File: config.mk
export PLATFORM = sky130hd
export DESIGN_NAME = bounded_sorted_key_list_flat
export DESIGN_NICKNAME = d
export VERILOG_FILES = /design/src/rtl/bskl_pkg.sv /design/src/rtl/bskl_if.sv /design/src/rtl/bskl_dp.sv /design/src/rtl/bskl_ctrl.sv /design/src/rtl/bounded_sorted_key_list.sv /design/src/flat_wrapper.sv
export SDC_FILE = /design/constraint.sdc
export NUM_CORES = 1
export LEC_CHECK = 0
export ABC_AREA = 0
export BUFFER_PORTS_ARGS = -buffer_cell sky130_fd_sc_hd__buf_2
export CORE_MARGIN = 1.5
export CORE_UTILIZATION = 43
export DETAILED_ROUTE_END_ITERATION = 7
export SLEW_MARGIN = 20
export SYNTH_ARGS = -nofsm -noshare
export SYNTH_HDL_FRONTEND = slang
export SYNTH_SLANG_ARGS = --single-unit
File: constraint.sdc
create_clock -name clk -period 4.1 [get_ports clk]
set_input_delay 0.205 -clock clk [delete_from_list [all_inputs] [get_ports clk]]
set_output_delay 0.205 -clock clk [all_outputs]
set_load 0.05 [all_outputs]
File: src/rtl/bskl_pkg.sv
package bskl_pkg;

	localparam int unsigned KEY_W   = 32;
	localparam int unsigned OUT_W   = 5;
	localparam int unsigned CAP_W   = 5;
	localparam logic [CAP_W-1:0] CAP_RESET = 5'd16;

	typedef enum logic [1:0] {
		OP_INSERT = 2'd0,
		OP_DELETE = 2'd1,
		OP_FIND   = 2'd2,
		OP_READ   = 2'd3
	} op_t;

	typedef enum logic [2:0] {
		ST_OK      = 3'd0,
		ST_FULL    = 3'd1,
		ST_DUP     = 3'd2,
		ST_MISSING = 3'd3,
		ST_RANGE   = 3'd4
	} status_t;

	// Read address sources: scan index, entry below the shift pointer,
	// entry above the shift pointer, requested position.
	typedef enum logic [1:0] {
		RA_IDX   = 2'd0,
		RA_BELOW = 2'd1,
		RA_ABOVE = 2'd2,
		RA_POS   = 2'd3
	} raddr_sel_t;

	typedef struct packed {
		logic       load_item;
		logic       rd_en;
		raddr_sel_t raddr_sel;
		logic       wr_en;
		logic       wr_key;
		logic       idx_clr;
		logic       idx_inc;
		logic       idx_to_count;
		logic       j_from_count;
		logic       j_from_idx;
		logic       j_dec;
		logic       j_inc;
		logic       cnt_inc;
		logic       cnt_dec;
		logic       res_load;
		status_t    res_status;
	} bskl_cmd_t;

	typedef struct packed {
		op_t  op;
		logic count_zero;
		logic full;
		logic idx_last;
		logic key_less;
		logic key_equal;
		logic j_above_slot;
		logic j_next_below_count;
		logic pos_ok;
	} bskl_stat_t;

endpackage

File: src/rtl/bskl_if.sv
interface bskl_in_if;
	logic               valid;
	logic               ready;
	logic [1:0]         operation;
	logic signed [31:0] key_value;
	logic [3:0]         position;

	modport source (output valid, output operation, output key_value, output position,
		input ready);
	modport sink (input valid, input operation, input key_value, input position,
		output ready);
endinterface

interface bskl_out_if;
	logic               valid;
	logic               ready;
	logic [2:0]         status;
	logic [4:0]         found_index;
	logic signed [31:0] read_value;
	logic [4:0]         key_count;

	modport source (output valid, output status, output found_index, output read_value,
		output key_count, input ready);
	modport sink (input valid, input status, input found_index, input read_value,
		input key_count, output ready);
endinterface

File: src/rtl/bskl_dp.sv
module bskl_dp
	import bskl_pkg::*;
#(
	parameter int unsigned MAX_KEYS = 16
) (
	input  logic                      clk,
	input  logic                      arst_n,
	input  logic                      cfg_we,
	input  logic [CAP_W-1:0]          cfg_wdata,
	input  logic [1:0]                in_operation,
	input  logic signed [KEY_W-1:0]   in_key_value,
	input  logic [3:0]                in_position,
	input  bskl_cmd_t                 cmd,
	output bskl_stat_t                stat,
	output logic [2:0]                res_status,
	output logic [OUT_W-1:0]          res_found_index,
	output logic signed [KEY_W-1:0]   res_read_value,
	output logic [OUT_W-1:0]          res_key_count
);

	localparam int unsigned IDX_W = $clog2(MAX_KEYS);
	localparam int unsigned CNT_W = $clog2(MAX_KEYS + 1);

	logic signed [KEY_W-1:0] mem [MAX_KEYS];
	logic signed [KEY_W-1:0] rdata_q;
	logic signed [KEY_W-1:0] key_q;
	op_t                     op_q;
	logic [3:0]              pos_q;
	logic [CAP_W-1:0]        cap_q;
	logic [CNT_W-1:0]        count_q;
	logic [CNT_W-1:0]        idx_q;
	logic [CNT_W-1:0]        j_q;

	logic [IDX_W-1:0]        raddr;
	logic [IDX_W-1:0]        waddr;
	logic signed [KEY_W-1:0] wdata;
	logic [CNT_W-1:0]        found_sel;
	logic signed [KEY_W-1:0] read_sel;

	always_comb begin
		case (cmd.raddr_sel)
			RA_IDX:   raddr = IDX_W'(idx_q);
			RA_BELOW: raddr = IDX_W'(j_q - 1'b1);
			RA_ABOVE: raddr = IDX_W'(j_q + 1'b1);
			RA_POS:   raddr = IDX_W'(pos_q);
			default:  raddr = IDX_W'(idx_q);
		endcase
		waddr = cmd.wr_key ? IDX_W'(idx_q) : IDX_W'(j_q);
		wdata = cmd.wr_key ? key_q : rdata_q;
	end

	always_ff @(posedge clk) begin
		if (cmd.wr_en) begin
			mem[waddr] <= wdata;
		end
		if (cmd.rd_en) begin
			rdata_q <= mem[raddr];
		end
	end

	always_ff @(posedge clk) begin
		if (cmd.load_item) begin
			key_q <= in_key_value;
			pos_q <= in_position;
		end
	end

	always_ff @(posedge clk or negedge arst_n) begin
		if (!arst_n) begin
			cap_q   <= CAP_RESET;
			count_q <= '0;
			op_q    <= OP_INSERT;
			idx_q   <= '0;
			j_q     <= '0;
		end else begin
			if (cfg_we) begin
				cap_q <= cfg_wdata;
			end
			if (cmd.load_item) begin
				op_q <= op_t'(in_operation);
			end
			if (cmd.cnt_inc) begin
				count_q <= count_q + 1'b1;
			end else if (cmd.cnt_dec) begin
				count_q <= count_q - 1'b1;
			end
			if (cmd.idx_clr) begin
				idx_q <= '0;
			end else if (cmd.idx_to_count) begin
				idx_q <= count_q;
			end else if (cmd.idx_inc) begin
				idx_q <= idx_q + 1'b1;
			end
			if (cmd.j_from_count) begin
				j_q <= count_q;
			end else if (cmd.j_from_idx) begin
				j_q <= idx_q;
			end else if (cmd.j_dec) begin
				j_q <= j_q - 1'b1;
			end else if (cmd.j_inc) begin
				j_q <= j_q + 1'b1;
			end
		end
	end

	always_comb begin
		stat.op                 = op_q;
		stat.count_zero         = (count_q == '0);
		stat.full               = (32'(count_q) >= 32'(cap_q)) || (32'(count_q) >= MAX_KEYS);
		stat.idx_last           = (32'(idx_q) + 32'd1) >= 32'(count_q);
		stat.key_less           = (rdata_q < key_q);
		stat.key_equal          = (rdata_q == key_q);
		stat.j_above_slot       = (j_q > idx_q);
		stat.j_next_below_count = (32'(j_q) + 32'd1) < 32'(count_q);
		stat.pos_ok             = 32'(pos_q) < 32'(count_q);
	end

	always_comb begin
		if (op_q == OP_FIND) begin
			found_sel = (cmd.res_status == ST_OK) ? idx_q : count_q;
		end else begin
			found_sel = '0;
		end
		if (op_q == OP_READ && cmd.res_status == ST_OK) begin
			read_sel = rdata_q;
		end else begin
			read_sel = '0;
		end
	end

	// Counts wider than the result fields wrap, as they would on a 5-bit bus.
	always_ff @(posedge clk) begin
		if (cmd.res_load) begin
			res_status      <= cmd.res_status;
			res_found_index <= OUT_W'(found_sel);
			res_read_value  <= read_sel;
			res_key_count   <= OUT_W'(count_q);
		end
	end

endmodule

File: src/rtl/bskl_ctrl.sv
module bskl_ctrl
	import bskl_pkg::*;
(
	input  logic       clk,
	input  logic       arst_n,
	input  logic       in_valid,
	output logic       in_ready,
	output logic       out_valid,
	input  logic       out_ready,
	input  bskl_stat_t stat,
	output bskl_cmd_t  cmd
);

	typedef enum logic [3:0] {
		S_IDLE,
		S_DISPATCH,
		S_SCAN_RD,
		S_SCAN_CMP,
		S_INS_CHK,
		S_INS_WR,
		S_DEL_CHK,
		S_DEL_WR,
		S_FIN
	} state_t;

	state_t  state_q;
	state_t  state_d;
	status_t status_q;
	status_t fin_status;
	logic    go_fin;
	logic    out_valid_q;
	logic    slot_free;
	logic    hit;
	logic    miss;

	assign slot_free = !out_valid_q || out_ready;
	assign in_ready  = (state_q == S_IDLE);
	assign out_valid = out_valid_q;

	always_comb begin
		cmd            = '0;
		cmd.raddr_sel  = RA_IDX;
		cmd.res_status = status_q;
		state_d        = state_q;
		go_fin         = 1'b0;
		fin_status     = ST_OK;
		// The scan stops at the first entry not below the key, or past the end.
		hit  = !stat.key_less && stat.key_equal;
		miss = stat.key_less ? stat.idx_last : !stat.key_equal;

		case (state_q)
			S_IDLE: begin
				if (in_valid) begin
					cmd.load_item = 1'b1;
					state_d       = S_DISPATCH;
				end
			end
			S_DISPATCH: begin
				cmd.idx_clr = 1'b1;
				case (stat.op)
					OP_INSERT: begin
						if (stat.full) begin
							go_fin     = 1'b1;
							fin_status = ST_FULL;
						end else if (stat.count_zero) begin
							cmd.j_from_count = 1'b1;
							state_d          = S_INS_CHK;
						end else begin
							state_d = S_SCAN_RD;
						end
					end
					OP_DELETE: begin
						if (stat.count_zero) begin
							go_fin     = 1'b1;
							fin_status = ST_RANGE;
						end else begin
							state_d = S_SCAN_RD;
						end
					end
					OP_FIND: begin
						if (stat.count_zero) begin
							go_fin     = 1'b1;
							fin_status = ST_MISSING;
						end else begin
							state_d = S_SCAN_RD;
						end
					end
					OP_READ: begin
						go_fin = 1'b1;
						if (stat.pos_ok) begin
							cmd.rd_en     = 1'b1;
							cmd.raddr_sel = RA_POS;
							fin_status    = ST_OK;
						end else begin
							fin_status = ST_RANGE;
						end
					end
					default: begin
						go_fin     = 1'b1;
						fin_status = ST_RANGE;
					end
				endcase
			end
			S_SCAN_RD: begin
				cmd.rd_en     = 1'b1;
				cmd.raddr_sel = RA_IDX;
				state_d       = S_SCAN_CMP;
			end
			S_SCAN_CMP: begin
				if (stat.key_less && !stat.idx_last) begin
					cmd.idx_inc = 1'b1;
					state_d     = S_SCAN_RD;
				end else begin
					if (stat.key_less) begin
						cmd.idx_to_count = 1'b1;
					end
					case (stat.op)
						OP_INSERT: begin
							if (hit) begin
								go_fin     = 1'b1;
								fin_status = ST_DUP;
							end else begin
								cmd.j_from_count = 1'b1;
								state_d          = S_INS_CHK;
							end
						end
						OP_DELETE: begin
							if (miss) begin
								go_fin     = 1'b1;
								fin_status = ST_MISSING;
							end else begin
								cmd.j_from_idx = 1'b1;
								state_d        = S_DEL_CHK;
							end
						end
						default: begin
							go_fin     = 1'b1;
							fin_status = hit ? ST_OK : ST_MISSING;
						end
					endcase
				end
			end
			S_INS_CHK: begin
				if (stat.j_above_slot) begin
					cmd.rd_en     = 1'b1;
					cmd.raddr_sel = RA_BELOW;
					state_d       = S_INS_WR;
				end else begin
					cmd.wr_en   = 1'b1;
					cmd.wr_key  = 1'b1;
					cmd.cnt_inc = 1'b1;
					go_fin      = 1'b1;
					fin_status  = ST_OK;
				end
			end
			S_INS_WR: begin
				cmd.wr_en = 1'b1;
				cmd.j_dec = 1'b1;
				state_d   = S_INS_CHK;
			end
			S_DEL_CHK: begin
				if (stat.j_next_below_count) begin
					cmd.rd_en     = 1'b1;
					cmd.raddr_sel = RA_ABOVE;
					state_d       = S_DEL_WR;
				end else begin
					cmd.cnt_dec = 1'b1;
					go_fin      = 1'b1;
					fin_status  = ST_OK;
				end
			end
			S_DEL_WR: begin
				cmd.wr_en = 1'b1;
				cmd.j_inc = 1'b1;
				state_d   = S_DEL_CHK;
			end
			S_FIN: begin
				if (slot_free) begin
					cmd.res_load = 1'b1;
					state_d      = S_IDLE;
				end
			end
			default: begin
				state_d = S_IDLE;
			end
		endcase

		if (go_fin) begin
			state_d = S_FIN;
		end
	end

	always_ff @(posedge clk or negedge arst_n) begin
		if (!arst_n) begin
			state_q     <= S_IDLE;
			status_q    <= ST_OK;
			out_valid_q <= 1'b0;
		end else begin
			state_q <= state_d;
			if (go_fin) begin
				status_q <= fin_status;
			end
			if (state_q == S_FIN && slot_free) begin
				out_valid_q <= 1'b1;
			end else if (out_ready) begin
				out_valid_q <= 1'b0;
			end
		end
	end

endmodule

File: src/rtl/bounded_sorted_key_list.sv
// A read passes through the dispatch and finish states only; insert, delete and
// find also scan the held keys, and insert and delete then shift entries.
// The block takes one item at a time; the key memory has one read port, and each
// scanned or shifted entry takes a read state and then a compare or write state.
// Reset clears the key count, the handshakes and sets capacity to 16; the key
// memory is not cleared, and only entries below the count are ever read.
module bounded_sorted_key_list
	import bskl_pkg::*;
#(
	parameter int unsigned MAX_KEYS = 16
) (
	input  logic             clk,
	input  logic             arst_n,
	input  logic             cfg_we,
	input  logic [CAP_W-1:0] cfg_wdata,
	bskl_in_if.sink          req,
	bskl_out_if.source       rsp
);

	bskl_cmd_t  cmd;
	bskl_stat_t stat;
	logic       in_ready;
	logic       out_valid;

	assign req.ready = in_ready;
	assign rsp.valid = out_valid;

	bskl_ctrl u_ctrl (
		.clk       (clk),
		.arst_n    (arst_n),
		.in_valid  (req.valid),
		.in_ready  (in_ready),
		.out_valid (out_valid),
		.out_ready (rsp.ready),
		.stat      (stat),
		.cmd       (cmd)
	);

	bskl_dp #(
		.MAX_KEYS (MAX_KEYS)
	) u_dp (
		.clk             (clk),
		.arst_n          (arst_n),
		.cfg_we          (cfg_we),
		.cfg_wdata       (cfg_wdata),
		.in_operation    (req.operation),
		.in_key_value    (req.key_value),
		.in_position     (req.position),
		.cmd             (cmd),
		.stat            (stat),
		.res_status      (rsp.status),
		.res_found_index (rsp.found_index),
		.res_read_value  (rsp.read_value),
		.res_key_count   (rsp.key_count)
	);

endmodule
File: src/flat_wrapper.sv
// flat-port wrapper written by rule: the top's interface ports become plain ports
module bounded_sorted_key_list_flat import bskl_pkg::*;
#(
	parameter int unsigned MAX_KEYS = 16
)
  (clk, arst_n, cfg_we, cfg_wdata, req_valid, req_operation, req_key_value, req_position, req_ready, rsp_valid, rsp_status, rsp_found_index, rsp_read_value, rsp_key_count, rsp_ready);
  bskl_in_if req_i ();
  bskl_out_if rsp_i ();
  input  logic clk;
  input  logic arst_n;
  input  logic cfg_we;
  input  logic [CAP_W-1:0] cfg_wdata;
  input wire logic [$bits(req_i.valid)-1:0] req_valid;
  input wire logic [$bits(req_i.operation)-1:0] req_operation;
  input wire logic [$bits(req_i.key_value)-1:0] req_key_value;
  input wire logic [$bits(req_i.position)-1:0] req_position;
  output wire logic [$bits(req_i.ready)-1:0] req_ready;
  output wire logic [$bits(rsp_i.valid)-1:0] rsp_valid;
  output wire logic [$bits(rsp_i.status)-1:0] rsp_status;
  output wire logic [$bits(rsp_i.found_index)-1:0] rsp_found_index;
  output wire logic [$bits(rsp_i.read_value)-1:0] rsp_read_value;
  output wire logic [$bits(rsp_i.key_count)-1:0] rsp_key_count;
  input wire logic [$bits(rsp_i.ready)-1:0] rsp_ready;
  assign req_i.valid = req_valid;
  assign req_i.operation = req_operation;
  assign req_i.key_value = req_key_value;
  assign req_i.position = req_position;
  assign req_ready = req_i.ready;
  assign rsp_valid = rsp_i.valid;
  assign rsp_status = rsp_i.status;
  assign rsp_found_index = rsp_i.found_index;
  assign rsp_read_value = rsp_i.read_value;
  assign rsp_key_count = rsp_i.key_count;
  assign rsp_i.ready = rsp_ready;
  bounded_sorted_key_list #(.MAX_KEYS(MAX_KEYS)) u_core (.clk(clk), .arst_n(arst_n), .cfg_we(cfg_we), .cfg_wdata(cfg_wdata), .req(req_i), .rsp(rsp_i));
endmodule
## Word level (Yosys, flattened, before mapping)

Memories as Yosys holds them, arrays and structs flattened. A register that Yosys moved wholly into a read port is not among the register bits.
Cells that the tools add are included.

| word-level totals | value |
|---|---|
| register bits | 111 |
| RAM bits | 512 |
| input bits | 48 |
| word-level logic and storage cells | 158 |
| memories | 1 |

Memories:

| memory | words | bits a word | read ports | clocked after Yosys merged registers in | write ports | RTL line | RTL |
|---|---|---|---|---|---|---|---|
| u_core.u_dp.mem | 16 | 32 | 1 | 1 | 1 | bskl_dp.sv:24 | `logic signed [KEY_W-1:0] mem [MAX_KEYS];` |

| cells by class | value |
|---|---|
| add/subtract/negate cells | 7 |
| order comparisons | 7 |
| equal/unequal tests | 25 |
| mux-type cells | 82 |
| reduce and logical (&&, ||, !) cells | 22 |

Operator list:

| operator | count |
|---|---|
| $mux 5 | 10 |
| $mux 4 | 11 |
| $pmux 4 s9 | 1 |
| $eq 32x32->1 | 1 |
| $lt 32x32->1 | 1 |
| $mux 1 | 32 |
| $mux 32 | 1 |
| $mux 3 | 9 |
| $pmux 3 s4 | 2 |
| $eq 4x3->1 const B | 4 |
| $pmux 4 s2 | 2 |
| $pmux 4 s4 | 1 |
| $add 5x1->5 const B | 3 |
| $add 5x1->6 const B | 2 |
| $mux 2 | 6 |
| $ne 4x4->1 const B | 3 |
| $pmux 3 s2 | 2 |
| $ne 5x5->1 const B | 2 |
| $reduce_and 10->1 | 1 |
| $sub 5x1->5 const B | 2 |
| $ne 3x2->1 const B | 3 |
| $eq 2x2->1 const B | 4 |
| $eq 4x2->1 const B | 2 |
| $ge 6x5->1 | 1 |
| 24 further kinds | 37 |

## Logic depth before layout (Yosys ltp)

| logic depth | value |
|---|---|
| depth in word-level cells | 10 |
| mapped depth | 17 |
| mapped depth without buffers | 12 |

## Modules after synthesis

Synthesis repeated with hierarchy kept, for this count alone.

| unflattened totals | value |
|---|---|
| cells, all modules | 1,774 |
| area total of the unflattened synthesis | 28,273.4 um^2 |

By module, submodules not included:

| module | instances | cells each | area each (um^2) | sequential area each (um^2) |
|---|---|---|---|---|
| bskl_dp | 1 | 1,670 | 27,377.5 | 19,319.8 |
| bskl_ctrl | 1 | 104 | 895.9 | 200.2 |

## Worst setup path before layout

Ideal clock, no wire load.

| path | value |
|---|---|
| path kind | register to register |
| start | register u_core.u_dp.idx_q[2] |
| end | memory u_core.u_dp.mem[10][0] (enable) |
| setup time | 0.421 ns |
| data arrival time | 3.421 ns |
| slack | 0.258 ns |
| cell stages (with the launch flop) | 11 |
| clock period less this slack | 3.842 ns |
| path through | dfrtp_1 > clkbuf_1 > inv_1 > ha_1 > and4_1 > a21oi_1 > o31ai_1 > nand2b_1 > clkbuf_1 > a31oi_1 > nor2_1 |

| on the way | value |
|---|---|
| longest elaborated chain between the ends | 5 |

RTL lines:

| item | RTL line | RTL |
|---|---|---|
| start, declared | bskl_dp.sv:31 | `logic [CNT_W-1:0] idx_q;` |
| start signal, assigned | bskl_dp.sv:90 | `idx_q <= count_q;` |
| start signal, assigned | bskl_dp.sv:92 | `idx_q <= idx_q + 1'b1;` |
| $gt 5x5->1 | bskl_dp.sv:113 | `stat.j_above_slot = (j_q > idx_q);` |
| $mux 2 | bskl_ctrl.sv:144 | `if (stat.j_above_slot) begin` |
| $pmux 1 s2 | bskl_ctrl.sv:51 | `case (state_q)` |
| $mux 1 | bskl_dp.sv:53 | `if (cmd.wr_en) begin` |
| $mux 1 (not written as such) | bskl_dp.sv:54 | `mem[waddr] <= wdata;` |
| end, declared | bskl_dp.sv:24 |  |

Parallel ways exist; a longest one is shown, timed or not.

## Final worst setup path

| path | value |
|---|---|
| start | register u_core.u_dp.j_q[0] |
| end | register u_core.u_dp.rdata_q[12], read port of u_core.u_dp.mem (data pin) |

| on the way | value |
|---|---|
| longest elaborated chain between the ends | 6 |

RTL lines:

| item | RTL line | RTL |
|---|---|---|
| start, declared | bskl_dp.sv:32 | `logic [CNT_W-1:0] j_q;` |
| start signal, assigned | bskl_dp.sv:95 | `j_q <= count_q;` |
| start signal, assigned | bskl_dp.sv:97 | `j_q <= idx_q;` |
| start signal, assigned | bskl_dp.sv:99 | `j_q <= j_q - 1'b1;` |
| $add 5x1->6 | bskl_dp.sv:114 | `stat.j_next_below_count = (32'(j_q) + 32'd1) < 32'(count_q);` |
| $lt 6x5->1 | bskl_dp.sv:114 |  |
| $mux 3 | bskl_ctrl.sv:162 | `if (stat.j_next_below_count) begin` |
| $pmux 3 s4 | bskl_ctrl.sv:51 |  |
| $eq 2x2->1, or another cell as far along | bskl_dp.sv:41 | `case (cmd.raddr_sel)` |
| $pmux 4 s4 | bskl_dp.sv:41 |  |
| end, declared | bskl_dp.sv:25 | `logic signed [KEY_W-1:0] rdata_q;` |

Parallel ways exist; a longest one is shown, timed or not.
A chain may end at the register's enable or synchronous reset.

==> results.toml <==
[floorplanning]
pin_count = 95
dieHeight_um = 260.0
floorplan.initialDensity_pct = 43.34
floorplan.die.width_um = 260.0
core_area_um2 = 65510
std_cell_rows = 94
die-area_um2 = 67580

[critical_path]
crit_path_end_kind = "flip-flop"
cp_num_cells = 13
critical_path.startpoint_type = "flip-flop"
worstPathBufferInverterCount = 2
reg2regPathDepth = 13
crit_required_ns = 4.56
crit_path_max_fanout = 35
worst_path_largest_cell_delay_ns = 0.52
signal_arrival_time_at_the_worst_endpoint_ns = 4.31
critical-path-top-delay-family = "compound AO/OA/AOI/OAI gates"
timing.setup.critical_path_class = "flip-flop to flip-flop"
timing.critical_path.cells = "ha_1 > xor2_1 > ha_1 > o21ai_0 > o21ai_1 > a21oi_2 > o2111ai_1 > and3_4 > buf_12 > buf_12 > a221oi_1 > or4b_1 > nand4_1"
critical_path.slowest_cell = "or4b_1"

[grt]
antenna_found_initial = 4
largest_net_degree_at_the_start_of_global_routing = 65
number_of_global_route_vias_before_repair = 18096
grt_util_all_layers_pct = 22.58
grt-ovfl-total = 0
grt_pass1_wl_um = 113300

[clocking]
cts.reportedPaths.clkPinSlew_ns = 0.06
cts-buffers-inserted = 72
cts.root.buffer_cell = "clkbuf_16"
cts_tree = "yes"
cts_num_sinks = 655
clk_latency_ns = 0.62
h-tree-depth = 3
ctsLongestPathBuffers = 3

[yosys]
ys_dominant_reg_cell = "edfxtp_1"
synth.cell_area_um2 = 28390
synth_fp_nets = 2083
synth_fa_ha_area_share_pct = 2.891
ys_ff_latch = 655
synth.lib_cells_used.distinct = 72
yosys.area_share.simple_pct = 10.37
synthMuxAreaShare_pct = 2.877
ys.warnings.count = 0
area_share_of_xor_xnor_cells_in_the_synthesized_design_pct = 0.4318
sequential_cell_area_fraction_in_the_yosys_report_pct = 68.75
synth_top_family_by_area = "compound AO/OA/AOI/OAI gates"
synthesis.area_per_instance_um2 = 14.41
synth_edf_count = 625
synth-compound-area-share_pct = 11.50
synthesis.instances = 1970
synth_async_sr_flop_share_pct = 4.580

[power]
power_density_nw_per_um2 = 729.2
switching_share_pct = 35.31
share_comb_of_total_power_pct = 36.1
power_frac_seq_pct = 37.0
pwr-share-clk_pct = 26.9
peakVddDrop_v = 0.0004243
power_leakage_nw = 12.18
cell_internal_pwr_mw = 16.08
netSwitchingPower_mw = 8.777

[timing]
worst-slew-pin-transition_ns = 1.088
whs_ns = 0.04027
final-hold-violation-count = 0
skew_ns = 0.02523
setup_violation_total_in_the_final_timing_report = 0
final.setup.worst_slack_ns = 0.2509
period_minus_slack_ns = 3.849
slew_violations = 0
grt_setup_unrepaired = "false"
tns_ns = 0
relSlewSlack_pct = 27.45
min_period_over_period_pct = 93.88
fmax_mhz = 259.8

[detailed_routing]
drt_drc_violations_left = 0
drt-wirelength-per-cell_um = 24.51
detailedRoute.firstPassIterationCount = 5
vias_per_cell = 5.897
postRouteAntennaNets = 0
dr_total_vias = 18363
drt_iter0_markers = 1711
routed_wirelength_um = 76330

[worst_hold_path]
hold_path_depth = 5
worst_hold_path_type = "input port to flip-flop"

[final_layout]
diodes = 0
layout.cells.most_common = "edfxtp_1"
fin_nets = 2307
n_fill_cell = 5432
final_layout_size_suffix_gt1_share_pct = 17.87
layout-area-overhead-vs-synth_pct = 20.07
most-common-layout-cells = "edfxtp_1, nor2b_1, nand2_1"
finish.utilization_pct = 52.04
finish.cell_count_without_fillers = 3114

[outcome]
result_of_the_run = "completed"

[flow_run]
cap_viol_max_count = 0

[placement]
pre_cts_ws_ns = 0.2074
hpwlAfterDp_um = 43790
place.detailed.instances = 2930
gp_routability_congestion = 0.8800
io_buffer_count = 94
-- metrics by stage --
stage,cell area (µm²),power (mW)
5_1_grt,34090,26.05
6_report,34090,24.86
4_1_cts,34090,24.95
2_1_floorplan,28390,14.67
3_5_place_dp,31100,18.16
3_3_place_gp,31100,17.97
-- cells by family (layout without fill, tap and decap cells) --
logic type | count (synthesis) | count (layout)
flip-flops | 655 | 655
AND/OR/NAND/NOR | 525 | 525
AO/OA/AOI/OAI | 433 | 433
buffers and inverters | 202 | 482
multiplexers | 76 | 76
adder cells (fa/ha/maj) | 65 | 65
XOR/XNOR | 14 | 14
-- worst paths after layout --
| kind | start | to | slack [ns] |
|---|---|---|---|
| max | u_core.u_dp.j_q[0] | u_core.u_dp.rdata_q[12] | 0.25 |
| max in group asynchronous | arst_n | u_core.u_dp.j_q[0] | 3.36 |
| min in group asynchronous | arst_n | u_core.u_dp.idx_q[4] | 0.21 |
| max reg2reg | u_core.u_dp.j_q[0] | u_core.u_dp.rdata_q[12] | 0.25 |
| min | req_valid | u_core.u_ctrl.state_q[1] | 0.04 |
| min reg2reg | u_core.u_ctrl.status_q[0] | u_core.u_dp.res_status[0] | 0.50 |
-- power by group through the flow --
stage	registers (mW)	clock network (mW)	logic (mW)
5_1_grt	9.24	7.06	9.75
2_1_floorplan	9.42	0	5.25
3_5_place_dp	9.32	0	8.84
3_3_place_gp	9.32	0	8.65
6_report	9.19	6.69	8.98
4_1_cts	9.19	6.82	8.94
-- tightest hold or removal path: stages --
cell and delay [ns]:
buf_2 0.12, inv_1 0.05, a21oi_1 0.05, o21ai_0 0.13
nor3b_1 0.07
-- metal layers --
layer / track usage [%] / part of all wire [%] / vias up / wire length (µm)
li1: - / - / 8237 / -
met1: 31.01 / 43 / 9210 / 32690
met2: 36.39 / 47 / 754 / 35860
met3: 3.314 / 7.0 / 162 / 5352
met4: 8.527 / 3.2 / 0 / 2429
met5: 0 / 0 / - / 0
-- registers in the layout, indices dropped and copies added, names as in the netlist, 3 cells and up --
register                     cells
u_core.u_dp.mem                512
u_core.u_dp.res_read_value      32
u_core.u_dp.res_found_index      5
u_core.u_dp.cap_q                5
u_core.u_dp.res_status           3
u_core.u_dp.j_q                  5
u_core.u_dp.rdata_q             32
u_core.u_dp.pos_q                4
u_core.u_dp.res_key_count        5
u_core.u_ctrl.status_q           3
u_core.u_dp.count_q              5
u_core.u_ctrl.state_q            4
u_core.u_dp.idx_q                5
u_core.u_dp.key_q               32
-- final cells by class --
class	instances	area, µm²	area share, %
tap	864	1081	3.171
clock inverter	46	559.3	1.640
timing repair buffer	291	2610	7.655
clock buffer	84	1889	5.541
multi-input combinational	1113	8204	24.06
inverter	61	229.0	0.6716
sequential	655	19520	57.26
-- cells in the mapped netlist, drive strengths merged (3+ instances only) --
library cell / n / area, µm²
a22oi: 4 / 30.03
o221ai: 3 / 26.28
nor3: 11 / 55.05
xnor2: 10 / 87.58
nor2b: 134 / 838.3
o31ai: 5 / 42.54
a221oi: 65 / 569.3
a211oi: 5 / 42.54
nand2b: 10 / 62.56
o211ai: 7 / 52.55
a21oi: 101 / 513.0
xor2: 4 / 35.03
a221o: 126 / 1261
buf: 57 / 360.3
edfxtp: 625 / 18770
nor4: 4 / 25.02
nand3: 18 / 90.09
o21ai: 72 / 360.3
ha: 64 / 800.8
clkbuf: 84 / 315.3
o21a: 6 / 45.04
a31oi: 6 / 37.54
nor2: 56 / 210.2
a21o: 9 / 67.56
nand2: 130 / 488.0
mux2i: 67 / 670.6
nor3b: 3 / 22.52
dfrtp: 29 / 725.7
and3: 35 / 219.0
a32oi: 3 / 26.28
mux4: 4 / 90.09
inv: 61 / 229.0
and2: 9 / 56.31
or3: 3 / 18.77
mux2: 5 / 56.30
or4b: 32 / 324.1
nand4: 72 / 450.4
-- timing repair --
action                     CTS  global route
hold endpoints to repair    74             0
hold buffers                54             0
setup endpoints to repair    0            31
setup buffers                0             0
resized for setup            0             1
No activity file was read; power rests on OpenSTA's default activity.
